===== config.mk =====
export PLATFORM = sky130hd
export DESIGN_NAME = additive_feedback_random_generator
export DESIGN_NICKNAME = d
export VERILOG_FILES = /design/src/rtl/core/afrg_pkg.sv /design/src/rtl/core/afrg_lag_ram.sv /design/src/rtl/core/afrg_arith.sv /design/src/rtl/core/additive_feedback_random_generator.sv
export SDC_FILE = /design/constraint.sdc
export NUM_CORES = 2
export LEC_CHECK = 0
export BUFFER_PORTS_ARGS = -buffer_cell sky130_fd_sc_hd__buf_4
export CORE_MARGIN = 1
export CORE_UTILIZATION = 58
export DETAILED_ROUTE_END_ITERATION = 7
export GPL_TIMING_DRIVEN = 0
export PLACE_DENSITY_LB_ADDON = 0.3
export REMOVE_ABC_BUFFERS = 1
export SLEW_MARGIN = 20
export SYNTH_ARGS = -nofsm -noshare
export SYNTH_HDL_FRONTEND = slang
export SYNTH_SLANG_ARGS = --single-unit

===== constraint.sdc =====
create_clock -name clk_i -period 8.6 [get_ports clk_i]
set_input_delay 1.72 -clock clk_i [delete_from_list [all_inputs] [get_ports clk_i]]
set_output_delay 1.72 -clock clk_i [all_outputs]
set_load 0.01 [all_outputs]

===== src/rtl/core/afrg_pkg.sv =====
// ----------------------------------------------------------------------------
// afrg_pkg
// Shared types and constants for the additive feedback random generator.
// ----------------------------------------------------------------------------
package afrg_pkg;

  // Input operation codes, carried on tuser
  localparam logic FUNC_DRAW   = 1'b0;
  localparam logic FUNC_RESEED = 1'b1;

  // Generator types
  localparam logic [2:0] TYPE_LCG = 3'd0;
  localparam logic [2:0] TYPE_MAX = 3'd4;

  // Arithmetic constants
  localparam logic [31:0] LCG_MUL  = 32'd1103515245;
  localparam logic [31:0] LCG_INC  = 32'd12345;
  localparam logic [14:0] FILL_MUL = 15'd16807;
  localparam logic [31:0] MOD_P    = 32'h7fff_ffff;
  localparam logic [31:0] SEED_ONE = 32'd1;

  // Discarded draws per table word after a reseed
  localparam int unsigned DISCARD_FACTOR = 10;

  // Control from the sequencer to the arithmetic unit
  typedef struct packed {
    logic mul_en;   // load product register
    logic sel_lcg;  // multiply read word by LCG constant
    logic fwd_a;    // front operand taken from last write
    logic fwd_b;    // rear operand taken from last write
  } arith_ctrl_t;

  // Table degree per type; out-of-range types act as the largest
  function automatic logic [5:0] deg_of(input logic [2:0] t);
    logic [5:0] d;
    case (t)
      3'd0:    d = 6'd0;
      3'd1:    d = 6'd7;
      3'd2:    d = 6'd15;
      3'd3:    d = 6'd31;
      default: d = 6'd63;
    endcase
    return d;
  endfunction

  // Separation between front and rear per type
  function automatic logic [1:0] sep_of(input logic [2:0] t);
    logic [1:0] s;
    case (t)
      3'd0:    s = 2'd0;
      3'd1:    s = 2'd3;
      3'd2:    s = 2'd1;
      3'd3:    s = 2'd3;
      default: s = 2'd1;
    endcase
    return s;
  endfunction

endpackage


===== src/rtl/core/afrg_lag_ram.sv =====
// ----------------------------------------------------------------------------
// afrg_lag_ram
// Lag table store: one write port, two registered read ports.
// ----------------------------------------------------------------------------
module afrg_lag_ram #(
  parameter int unsigned DEPTH = 63,
  parameter int unsigned AW    = $clog2(DEPTH)
) (
  input  logic          clk_i,
  input  logic          we_i,
  input  logic [AW-1:0] waddr_i,
  input  logic [31:0]   wdata_i,
  input  logic          re_i,
  input  logic [AW-1:0] raddr_a_i,
  input  logic [AW-1:0] raddr_b_i,
  output logic [31:0]   rdata_a_o,
  output logic [31:0]   rdata_b_o
);

  logic [31:0] mem_q [DEPTH];

  always_ff @(posedge clk_i) begin
    if (we_i) begin
      mem_q[waddr_i] <= wdata_i;
    end
  end

  // Reads return the old word on a same-cycle write; the sequencer forwards
  always_ff @(posedge clk_i) begin
    if (re_i) begin
      rdata_a_o <= mem_q[raddr_a_i];
      rdata_b_o <= mem_q[raddr_b_i];
    end
  end

endmodule


===== src/rtl/core/afrg_arith.sv =====
// ----------------------------------------------------------------------------
// afrg_arith
// Shared multiplier with product register, mod (2^31-1) fold, LCG increment
// and the lagged add with write forwarding.
// ----------------------------------------------------------------------------
module afrg_arith (
  input  logic                  clk_i,
  input  afrg_pkg::arith_ctrl_t ctrl_i,
  input  logic [31:0]           fill_val_i,
  input  logic [31:0]           rdata_a_i,
  input  logic [31:0]           rdata_b_i,
  input  logic [31:0]           fwd_data_i,
  output logic [31:0]           fold_o,
  output logic [30:0]           lcg_o,
  output logic [31:0]           sum_o
);
  import afrg_pkg::*;

  logic [31:0] mul_a;
  logic [31:0] mul_b;
  logic [63:0] prod;
  logic [46:0] prod_q;
  logic [31:0] fold_raw;
  logic [31:0] lcg_sum;
  logic [31:0] op_a;
  logic [31:0] op_b;

  assign mul_a = ctrl_i.sel_lcg ? rdata_a_i : fill_val_i;
  assign mul_b = ctrl_i.sel_lcg ? LCG_MUL : {17'd0, FILL_MUL};
  assign prod  = 64'(mul_a) * 64'(mul_b);

  // 47 bits hold the fill product; the LCG needs only the low word
  always_ff @(posedge clk_i) begin
    if (ctrl_i.mul_en) begin
      prod_q <= prod[46:0];
    end
  end

  // 2^31 == 1 mod P, so hi + lo stays below 2P: one subtract suffices
  assign fold_raw = {1'b0, prod_q[30:0]} + {16'd0, prod_q[46:31]};
  assign fold_o   = (fold_raw >= MOD_P) ? (fold_raw - MOD_P) : fold_raw;

  assign lcg_sum = prod_q[31:0] + LCG_INC;
  assign lcg_o   = lcg_sum[30:0];

  assign op_a  = ctrl_i.fwd_a ? fwd_data_i : rdata_a_i;
  assign op_b  = ctrl_i.fwd_b ? fwd_data_i : rdata_b_i;
  assign sum_o = op_a + op_b;

endmodule


===== src/rtl/core/additive_feedback_random_generator.sv =====
// ----------------------------------------------------------------------------
// additive_feedback_random_generator
// Additive lagged-feedback random generator with an LCG mode, state held in
// a two-read one-write lag table.
// ----------------------------------------------------------------------------
//  channel   dir  signals                        content
//  s_axis    in   tvalid/tready/tdata/tuser      tuser: func, tdata: seed
//  m_axis    out  tvalid/tready/tdata            tdata[30:0]: random_value
//  cfg       in   cfg_we_i/cfg_wdata_i           table_type
//
//  An additive draw reads, then adds and writes back; type 0 reads, multiplies
//  and adds. A reseed writes the seed word, then one multiply-fold pair per
//  further table word, then 10*degree discard draws at one per cycle through
//  the table ports. A type 0 reseed writes only the seed word. The first word
//  after reset is preceded by a seed-one reseed. A draw waits in its last step
//  while the output word is unconsumed; tready is high only between words.
// ----------------------------------------------------------------------------
module additive_feedback_random_generator #(
  parameter int unsigned MAX_DEGREE = 63
) (
  input  logic        clk_i,
  input  logic        rst_ni,
  input  logic        cfg_we_i,
  input  logic [2:0]  cfg_wdata_i,
  input  logic        s_axis_tvalid_i,
  output logic        s_axis_tready_o,
  input  logic [31:0] s_axis_tdata_i,   // [31:0] seed
  input  logic        s_axis_tuser_i,   // [0] func
  output logic        m_axis_tvalid_o,
  input  logic        m_axis_tready_i,
  output logic [31:0] m_axis_tdata_o    // [30:0] random_value, [31] zero
);
  import afrg_pkg::*;

  localparam int unsigned AW = $clog2(MAX_DEGREE);
  localparam int unsigned DW = $clog2(MAX_DEGREE + 1);
  localparam int unsigned CW = $clog2(DISCARD_FACTOR * MAX_DEGREE + 1);

  typedef enum logic [10:0] {
    ST_IDLE    = 11'b000_0000_0001,
    ST_SEED    = 11'b000_0000_0010,
    ST_MUL     = 11'b000_0000_0100,
    ST_FOLD    = 11'b000_0000_1000,
    ST_DISC    = 11'b000_0001_0000,
    ST_FIN     = 11'b000_0010_0000,
    ST_DRAW_RD = 11'b000_0100_0000,
    ST_DRAW_WR = 11'b000_1000_0000,
    ST_LCG_RD  = 11'b001_0000_0000,
    ST_LCG_MUL = 11'b010_0000_0000,
    ST_LCG_ADD = 11'b100_0000_0000
  } state_e;

  function automatic logic [DW-1:0] deg_lim(input logic [2:0] t);
    logic [5:0] raw;
    raw = deg_of(t);
    if (int'(raw) > int'(MAX_DEGREE)) begin
      return DW'(MAX_DEGREE);
    end
    return DW'(raw);
  endfunction

  function automatic logic [AW-1:0] idx_inc(input logic [AW-1:0] idx,
                                            input logic [DW-1:0] deg);
    if (DW'(idx) == deg - DW'(1)) begin
      return '0;
    end
    return idx + AW'(1);
  endfunction

  state_e state_q, state_d;
  logic [2:0]    table_type_q, table_type_d;
  logic [2:0]    act_q, act_d;
  logic          seeded_q, seeded_d;
  logic          pend_q, pend_d;
  logic          func_q, func_d;
  logic [31:0]   seed_q, seed_d;
  logic [31:0]   fill_val_q, fill_val_d;
  logic [AW-1:0] fill_idx_q, fill_idx_d;
  logic [AW-1:0] front_q, front_d;
  logic [AW-1:0] rear_q, rear_d;
  logic [AW-1:0] wr_addr_q, wr_addr_d;
  logic [CW-1:0] disc_q, disc_d;
  logic          rd_pend_q, rd_pend_d;
  logic          fwd_a_q, fwd_a_d;
  logic          fwd_b_q, fwd_b_d;
  logic [31:0]   fwd_data_q, fwd_data_d;
  logic          m_valid_q, m_valid_d;
  logic [30:0]   m_data_q, m_data_d;

  logic          ram_we;
  logic [AW-1:0] ram_waddr;
  logic [31:0]   ram_wdata;
  logic          ram_re;
  logic [AW-1:0] ram_raddr_a;
  logic [31:0]   rdata_a;
  logic [31:0]   rdata_b;

  arith_ctrl_t   actl;
  logic [31:0]   fold_val;
  logic [30:0]   lcg_val;
  logic [31:0]   sum_val;

  logic          out_free;
  logic          issue;
  logic          complete;
  logic [31:0]   seed_sel;
  logic [31:0]   seed_fix;
  logic [DW-1:0] deg;
  logic [1:0]    sep;

  assign out_free = !m_valid_q || m_axis_tready_i;
  assign deg      = deg_lim(act_q);
  assign sep      = sep_of(act_q);
  assign seed_sel = pend_q ? SEED_ONE : seed_q;
  assign seed_fix = (seed_sel == 32'd0) ? SEED_ONE : seed_sel;

  always_comb begin
    state_d      = state_q;
    table_type_d = cfg_we_i ? cfg_wdata_i : table_type_q;
    act_d        = act_q;
    seeded_d     = seeded_q;
    pend_d       = pend_q;
    func_d       = func_q;
    seed_d       = seed_q;
    fill_val_d   = fill_val_q;
    fill_idx_d   = fill_idx_q;
    front_d      = front_q;
    rear_d       = rear_q;
    wr_addr_d    = wr_addr_q;
    disc_d       = disc_q;
    rd_pend_d    = rd_pend_q;
    fwd_a_d      = fwd_a_q;
    fwd_b_d      = fwd_b_q;
    fwd_data_d   = fwd_data_q;
    m_valid_d    = m_axis_tready_i ? 1'b0 : m_valid_q;
    m_data_d     = m_data_q;
    ram_we       = 1'b0;
    ram_waddr    = '0;
    ram_wdata    = '0;
    ram_re       = 1'b0;
    ram_raddr_a  = front_q;
    issue        = 1'b0;
    complete     = 1'b0;
    actl         = '{mul_en: 1'b0, sel_lcg: 1'b0, fwd_a: fwd_a_q, fwd_b: fwd_b_q};

    case (state_q)
      ST_IDLE: begin
        if (s_axis_tvalid_i) begin
          func_d   = s_axis_tuser_i;
          seed_d   = s_axis_tdata_i;
          seeded_d = 1'b1;
          if (!seeded_q) begin
            pend_d  = 1'b1;
            state_d = ST_SEED;
          end else if (s_axis_tuser_i == FUNC_RESEED) begin
            state_d = ST_SEED;
          end else if (act_q == TYPE_LCG) begin
            state_d = ST_LCG_RD;
          end else begin
            state_d = ST_DRAW_RD;
          end
        end
      end
      ST_SEED: begin
        ram_we     = 1'b1;
        ram_wdata  = seed_fix;
        fill_val_d = seed_fix;
        fill_idx_d = AW'(1);
        act_d      = (table_type_q > TYPE_MAX) ? TYPE_MAX : table_type_q;
        state_d    = (act_d == TYPE_LCG) ? ST_FIN : ST_MUL;
      end
      ST_MUL: begin
        actl.mul_en = 1'b1;
        state_d     = ST_FOLD;
      end
      ST_FOLD: begin
        ram_we     = 1'b1;
        ram_waddr  = fill_idx_q;
        ram_wdata  = fold_val;
        fill_val_d = fold_val;
        if (DW'(fill_idx_q) == deg - DW'(1)) begin
          front_d   = (DW'(sep) < deg) ? AW'(sep) : '0;
          rear_d    = '0;
          disc_d    = CW'(DISCARD_FACTOR * deg);
          rd_pend_d = 1'b0;
          state_d   = ST_DISC;
        end else begin
          fill_idx_d = fill_idx_q + AW'(1);
          state_d    = ST_MUL;
        end
      end
      ST_DISC: begin
        // one read issued and one write-back completed per cycle
        complete = rd_pend_q;
        issue    = (disc_q != '0);
        if (complete) begin
          ram_we    = 1'b1;
          ram_waddr = wr_addr_q;
          ram_wdata = sum_val;
        end
        if (issue) begin
          ram_re    = 1'b1;
          disc_d    = disc_q - CW'(1);
          front_d   = idx_inc(front_q, deg);
          rear_d    = idx_inc(rear_q, deg);
          wr_addr_d = front_q;
          rd_pend_d = 1'b1;
        end else begin
          rd_pend_d = 1'b0;
          if (!rd_pend_q) begin
            state_d = ST_FIN;
          end
        end
      end
      ST_FIN: begin
        if (pend_q) begin
          pend_d = 1'b0;
          if (func_q == FUNC_RESEED) begin
            state_d = ST_SEED;
          end else if (act_q == TYPE_LCG) begin
            state_d = ST_LCG_RD;
          end else begin
            state_d = ST_DRAW_RD;
          end
        end else begin
          state_d = ST_IDLE;
        end
      end
      ST_DRAW_RD: begin
        issue     = 1'b1;
        ram_re    = 1'b1;
        front_d   = idx_inc(front_q, deg);
        rear_d    = idx_inc(rear_q, deg);
        wr_addr_d = front_q;
        state_d   = ST_DRAW_WR;
      end
      ST_DRAW_WR: begin
        if (out_free) begin
          complete  = 1'b1;
          ram_we    = 1'b1;
          ram_waddr = wr_addr_q;
          ram_wdata = sum_val;
          m_valid_d = 1'b1;
          m_data_d  = sum_val[31:1];
          state_d   = ST_IDLE;
        end
      end
      ST_LCG_RD: begin
        ram_re      = 1'b1;
        ram_raddr_a = '0;
        state_d     = ST_LCG_MUL;
      end
      ST_LCG_MUL: begin
        actl.mul_en  = 1'b1;
        actl.sel_lcg = 1'b1;
        state_d      = ST_LCG_ADD;
      end
      ST_LCG_ADD: begin
        if (out_free) begin
          ram_we    = 1'b1;
          ram_wdata = {1'b0, lcg_val};
          m_valid_d = 1'b1;
          m_data_d  = lcg_val;
          state_d   = ST_IDLE;
        end
      end
      default: begin
        state_d = ST_IDLE;
      end
    endcase

    // a read that hits this cycle's write-back sees the old word: forward
    if (issue) begin
      fwd_a_d    = complete && (front_q == wr_addr_q);
      fwd_b_d    = complete && (rear_q == wr_addr_q);
      fwd_data_d = sum_val;
    end
  end

  always_ff @(posedge clk_i or negedge rst_ni) begin
    if (!rst_ni) begin
      state_q      <= ST_IDLE;
      table_type_q <= 3'd3;
      act_q        <= 3'd3;
      seeded_q     <= 1'b0;
      pend_q       <= 1'b0;
      fill_idx_q   <= '0;
      front_q      <= AW'(3);
      rear_q       <= '0;
      disc_q       <= '0;
      rd_pend_q    <= 1'b0;
      fwd_a_q      <= 1'b0;
      fwd_b_q      <= 1'b0;
      m_valid_q    <= 1'b0;
    end else begin
      state_q      <= state_d;
      table_type_q <= table_type_d;
      act_q        <= act_d;
      seeded_q     <= seeded_d;
      pend_q       <= pend_d;
      fill_idx_q   <= fill_idx_d;
      front_q      <= front_d;
      rear_q       <= rear_d;
      disc_q       <= disc_d;
      rd_pend_q    <= rd_pend_d;
      fwd_a_q      <= fwd_a_d;
      fwd_b_q      <= fwd_b_d;
      m_valid_q    <= m_valid_d;
    end
  end

  always_ff @(posedge clk_i) begin
    func_q     <= func_d;
    seed_q     <= seed_d;
    fill_val_q <= fill_val_d;
    wr_addr_q  <= wr_addr_d;
    fwd_data_q <= fwd_data_d;
    m_data_q   <= m_data_d;
  end

  afrg_lag_ram #(
    .DEPTH (MAX_DEGREE),
    .AW    (AW)
  ) u_ram (
    .clk_i     (clk_i),
    .we_i      (ram_we),
    .waddr_i   (ram_waddr),
    .wdata_i   (ram_wdata),
    .re_i      (ram_re),
    .raddr_a_i (ram_raddr_a),
    .raddr_b_i (rear_q),
    .rdata_a_o (rdata_a),
    .rdata_b_o (rdata_b)
  );

  afrg_arith u_arith (
    .clk_i      (clk_i),
    .ctrl_i     (actl),
    .fill_val_i (fill_val_q),
    .rdata_a_i  (rdata_a),
    .rdata_b_i  (rdata_b),
    .fwd_data_i (fwd_data_q),
    .fold_o     (fold_val),
    .lcg_o      (lcg_val),
    .sum_o      (sum_val)
  );

  assign s_axis_tready_o = (state_q == ST_IDLE);
  assign m_axis_tvalid_o = m_valid_q;
  assign m_axis_tdata_o  = {1'b0, m_data_q};

endmodule


======== Word-level counts from Yosys, hierarchy flattened ========
Memory sizes are Yosys's and may differ from the RTL's. A register that Yosys moved wholly into a read port is not among the register bits.
Index checks and enable logic that the tools add are counted.
word-level totals
  flip-flop bits (word level) ............. 232
  bits in writable memories ............... 2,016
  output and inout port bits .............. 34
  word-level logic and storage cells ...... 173
  memories ................................ 1
cells by class
  add/subtract/negate cells ............... 9
  multipliers ............................. 2
  order comparisons ....................... 3
  eq/ne operators ......................... 29
  multiplexer cells ....................... 81
  reduce and logical (&&, ||, !) cells .... 28
memory list
  memory       depth  width  read ports  clocked after Yosys merged registers in  write ports  line                text
  u_ram.mem_q  63     32     2           2                                        1            afrg_lag_ram.sv:20  logic [31:0] mem_q [DEPTH];
operators with widths
  operator                  count
  $mux W32                  8
  $pmux W32 S5              1
  $mux W31                  4
  $pmux W11 S10             1
  $mux W6                   16
  $mux W11                  6
  $pmux W32 S2              1
  $pmux W31 S2              1
  $pmux W6 S3               3
  $mul A32 B32 Y47          1
  $add A31 B16 Y32          1
  $add A32 B32 Y32          1
  $ge A32 B31 Y1 const B    1
  $logic_not A32 Y1         1
  $sub A32 B31 Y32 const B  1
  $add A31 B14 Y31 const B  1
  $eq A6 B6 Y1              5
  $mux W9                   3
  $pmux W6 S2               2
  $pmux W6 S4               1
  $mux W1                   21
  $mux W10                  2
  $pmux W10 S2              1
  $add A6 B1 Y6 const B     3
  other kinds (37)          66

======== Depth between registers and ports, before layout ========
  word-level depth ........................ 10
  gate-level depth with buffers ........... 35
  gate-level depth less buffers ........... 32

======== Hierarchy ========
Synthesis repeated with hierarchy kept, for this count alone.
second synthesis, totals
  cells, all modules ...................... 8,209
  area total of the unflattened synthesis .. 127,885.2 um^2
by module, submodules not included
  module                              times used  cells each  area an instance (um^2)  seq. area each (um^2)
  afrg_lag_ram                        1           4,987       96,317.4                 62,459.9
  afrg_arith                          1           2,461       22,560.4                 1,411.4
  additive_feedback_random_generator  1           761         9,007.4                  5,308.8

======== Least setup slack after synthesis ========
Ideal clock, no wire load.
  kind .................................... flip-flop to flip-flop
  start point ............................. register state_q[10]
  end point ............................... register u_arith.prod_q[36] (data pin)
  setup time .............................. 0.259 ns
  arrival ................................. 8.600 ns
  setup slack ............................. -0.259 ns
  cell stages (with the launch flop) ...... 32
  buffers on the path ..................... 5
  period minus slack after synthesis ...... 8.859 ns
  path through ............................ dfrtp_1 > clkbuf_1 > or4_1 > nor4_1 > and3_1 > clkbuf_1 > buf_2 > buf_2 > clkbuf_1 > nand2_1 > nand2_1 > inv_1 > fa_1 > fa_1 > fa_1 > inv_1 > fa_1 > fa_1 > fa_1 > fa_1 > ha_1 > a21o_1 > a21o_1 > a21o_1 > a21o_1 > a21o_1 > a31oi_1 > o211ai_1 > a31o_2 > a21o_1 > a21oi_1 > xnor2_1
between the ends
  cells in the longest elaborated chain, start to end .. 4
RTL lines
  element                               line                                       text
  start, declared                       additive_feedback_random_generator.sv:70   state_e state_q, state_d;
  start signal, assigned                additive_feedback_random_generator.sv:296  state_q <= state_d;
  $eq A11 B10 Y1 *                      additive_feedback_random_generator.sv:146  case (state_q)
  $mux W1 *                             additive_feedback_random_generator.sv:146
  $mux W32 or $mux W31 (tied branches)  afrg_arith.sv:28, afrg_arith.sv:29
  $mul A32 B32 Y47 *                    afrg_arith.sv:30                           assign prod = 64'(mul_a) * 64'(mul_b);
  via u_arith.prod[36]                  afrg_arith.sv:21                           logic [63:0] prod;
  end signal, assigned                  afrg_arith.sv:35                           prod_q <= prod[46:0];
  end, declared                         afrg_arith.sv:22                           logic [46:0] prod_q;
The timed path passes the listed nets; every way through them passes the cells marked *.
A chain may end at the register's enable or synchronous reset.

======== Worst setup path after layout ========
  start point ............................. register state_q[6]
  end point ............................... register u_arith.prod_q[45] (data pin)
Same word-level chain as after synthesis.

==> results by group <==
Outcome
  • Status: finished with violations
  • Failing checks: negative setup slack

Clocking
  • Cts hold-fix bufs: 0
  • Bufs on Longest Clock Path: 3
  • Root Driver: clkbuf_16
  • CTS tree: done
  • Worst-Skew Late Latency: ~0.90 ns
  • Sink Count: 2312
  • Cts bufs inserted: 228
  • Clk slew on worst S/H paths: roughly 0.060 ns
  • CTS HTree Levels: 4

Floorplanning
  • Initial core utilization: between 50% and 60%
  • Core Region: 217000 um^2
  • Die H: around 470 um
  • Floorplan row count: about 170
  • IO Pins: 75
  • Die area: ~220000 um^2
  • Die W: about 470 um

Synth
  • Cells after Synth: 9926
  • Avg Synthesized Cell Area: between 10 and 15 um^2
  • Yosys top cell by area: edfxtp_1
  • Top cells by area, synth: edfxtp_1 (53%), mux4_2 (8.4%), fa_1 (5.5%)
  • Syn Std Cell Area: 127000 um^2
  • Post-synthesis sequential area ratio: 54.5%
  • Synth unique cells: 93
  • Top FF cell, synth: edfxtp_1
  • Synth top area share: 53.4%
  • Asr flop ratio synth: 2.21%
  • EDFF count, synth: 2261
  • Synth Warn #: 0
  • FF+latch count, synth: 2312

Power
  • VDD IR max: 0.00112 V
  • PwrDens: ~370 nW/um^2
  • Leak pwr: a little over 50 nW

Routing
  • Via/cell ratio: ~7.4
  • DRT antenna net count: 0
  • Drt pass-1 iters: 7
  • Vias: around 96000
  • DRC: 0
  • Final wirelength: ~450 mm
  • Drt initial violations: 16200
  • Routed wire per std cell: 34.4 um

Timing
  • Slew Limit Fails: 0
  • RSZ-0062 raised after global routing: true
  • Fin. Hold Viols: 0
  • Worst Tran Pin Value: roughly 1.3 ns
  • Fmax: 113 MHz
  • Period utilization: 103%
  • Clk_skew: 0.0965 ns
  • Setup ws final: -0.259 ns
  • Tmin final: a little under 9 ns
  • Final setup fails: 7
  • Rel. slew slack: ~15%

Global route
  • First-pass GRT wire length: 639 mm
  • Busiest metal layer after global routing: met2
  • Initial antenna violation count: 20
  • Largest net degree at the start of global routing: 99
  • Overflow after GRT: 0
  • Vias in the first global route: approximately 94000
  • Met2 usage: between 60% and 70%
  • Met1 usage in global routing: between 50% and 60%
  • GR Util All Layers: 39.7%
  • Met3 Usage GRT: 11.0%

Worst setup path
  • CP Launch Type: flop
  • R2R Path End: u_arith.prod_q[45]
  • Reg2reg setup slack: -0.26 ns
  • Crit path DAT: 9.46 ns
  • Most used cell, CP: fa_1
  • Worst Path Max Fanout: 8
  • Reg2Reg Depth: 30
  • Crit Path Class: flop to flop
  • CP endpoint kind: flop
  • Req. time, crit path: 9.20 ns
  • R2R Path Start: state_q[6]
  • Biggest cell delay along the critical path: around 0.61 ns
  • Crit-path slowest cell: fa_2

Layout
  • Fillers: 14300
  • Cell area after layout: 147000 um^2
  • P&R area growth vs syn: 15.7%
  • Final Non-Filler Cells: 13000
  • Final Net Count: 10700
  • Share of layout cells above drive strength 1: 17.6%

Placed design
  • Setup slack after placement: -3.27 ns
  • Port Buf Inserts: 73
  • Dpl cells: 12500
  • Placer Congestion: 0.987
  • Placement Cell Area: 137000 um^2
  • HPWL after DPL: 299 mm

Run
  • Max Cap Viol: 0

Hold path
  • Hold wc startpoint: disc_q[9]
  • Hold depth: 2
  • HP Class: flop to flop
  • Worst hold path endpoint: disc_q[9]
routing by layer:
metal  share of wire [%]  routed length [um]
met1                  33              148000
met5               0.020                  90
met3                  14               63000
met2                  45              200000
met4                 8.1               36300
sequential cells by signal, indices dropped and copies added, names as in the netlist, 3 cells and up:
name and cells:
act_q 3, disc_q 10, fill_idx_q 6, fill_val_q 32, front_q 6, fwd_data_q 32
m_data_q 31, rear_q 6, seed_q 32, state_q 11, table_type_q 3, u_arith.prod_q 47
u_ram.mem_q 2016, u_ram.rdata_a_o 32, u_ram.rdata_b_o 32, wr_addr_q 6
worst max-delay path by stage:
stage                      from            endpoint  slack [ns]  cells past startpoint
finish               state_q[6]  u_arith.prod_q[45]       -0.26                     30
floorplan            front_q[0]  u_ram.rdata_a_o[0]      -24.19                      8
CTS                  state_q[6]  u_arith.prod_q[45]       -0.48                     30
global placement     front_q[0]  u_ram.rdata_a_o[9]      -65.77                      8
global route         state_q[7]  u_arith.prod_q[43]       -0.36                     31
detailed placement  state_q[10]  u_arith.prod_q[46]       -3.27                     30
cells by family (layout without fill, tap and decap cells):
kind of cell | count (synthesis) | in the layout | synth area share, %
simple gates | 2549 | 2553 | 8.78
flops | 2312 | 2312 | 54.5
compound gates | 2073 | 2073 | 11.2
buf+inv | 1231 | 1440 | 3.67
mux | 856 | 856 | 11.5
fa+ha+maj | 699 | 699 | 8.93
xor+xnor | 205 | 205 | 1.41
other cells | 1 | 17 | 0.00295
per-stage QoR:
| stage | utilization, % | hold slack (ns) | power (W) | setup TNS (ns) |
|---|---|---|---|---|
| global placement | 59.1 | 0.480 | 0.0381 | - |
| CTS | 67.1 | 0.487 | 0.0507 | -3.95 |
| finish | 67.6 | 0.482 | 0.0537 | -1.02 |
| global route | 67.6 | 0.527 | 0.0556 | -2.29 |
| detailed placement | 63.1 | 0.475 | 0.0368 | -68.69 |
| floorplan | - | 0.448 | 0.0303 | -1371.42 |
cell usage in the layout, fill, tap and decap left out, types with 29 or more instances in the layout:
cell	instances
nand2_1	1415
buf_16	161
inv_1	462
a21oi_1	460
nor2_4	70
fa_1	333
dfrtp_1	31
ha_1	331
xnor2_1	126
clkinv_1	57
buf_12	168
o22ai_1	95
nand3_1	440
xor2_1	66
and3_1	66
nand2_2	29
edfxtp_1	2261
o21bai_1	30
a211oi_1	220
a21o_1	43
nor3_1	46
o221ai_1	444
clkbuf_1	45
buf_4	174
o21ai_0	243
a2111oi_0	35
clkinv_2	39
clkbuf_16	233
mux2i_1	308
a311oi_1	127
mux2_2	73
nor2_1	162
a31oi_1	149
nor2b_1	84
mux4_2	475
synthesized netlist by cell type (all sizes together), types with 73 or more instances:
| master | instances |
|---|---|
| nor2b | 85 |
| ha | 353 |
| buf | 99 |
| mux4 | 475 |
| o21ai | 289 |
| inv | 500 |
| mux2 | 73 |
| fa | 346 |
| xnor2 | 135 |
| nor2 | 242 |
| o22ai | 95 |
| mux2i | 308 |
| a311oi | 128 |
| a211oi | 231 |
| o221ai | 447 |
| edfxtp | 2261 |
| a21oi | 479 |
| nand3 | 447 |
| clkbuf | 631 |
| nand2 | 1474 |
| a31oi | 151 |
critical path: cells and delay by family, from the launching register on:
kind | cells | cell delay [ns]
DFF | 1 | 0.39
AOI/OAI and AO/OA | 8 | 1.54
adders and majority gates | 9 | 4.18
buffers and inverters | 7 | 0.94
xor gates and xnor gates | 1 | 0.29
and+or+nand+nor | 5 | 1.22
timing repair:
| item | CTS | global route |
|---|---|---|
| pin swaps | 40 | 84 |
| cloned | 4 | 2 |
| resized for setup | 156 | 159 |
| endpoints found under the setup margin | 33 | 23 |
| buffers inserted | 41 | 52 |
final cells by class:
cell class	count	area, um^2	share of cell area [%]
Timing Repair Buffer	516	9280	6.32
Antenna cell	15	37.5	0.0255
Multi-Input combinational cell	6388	55400	37.7
Clock buffer	281	6020	4.10
Clock inverter	142	1430	0.976
Tap cell	2854	3570	2.43
Sequential cell	2312	69200	47.1
Inverter	501	1960	1.33
power breakdown:
group / internal [W] / switching, W
logic: 0.0118 / 0.0178
registers: 0.0136 / 0.000479
clock network: 0.00562 / 0.00443
Power figures use the tool's default switching activity.
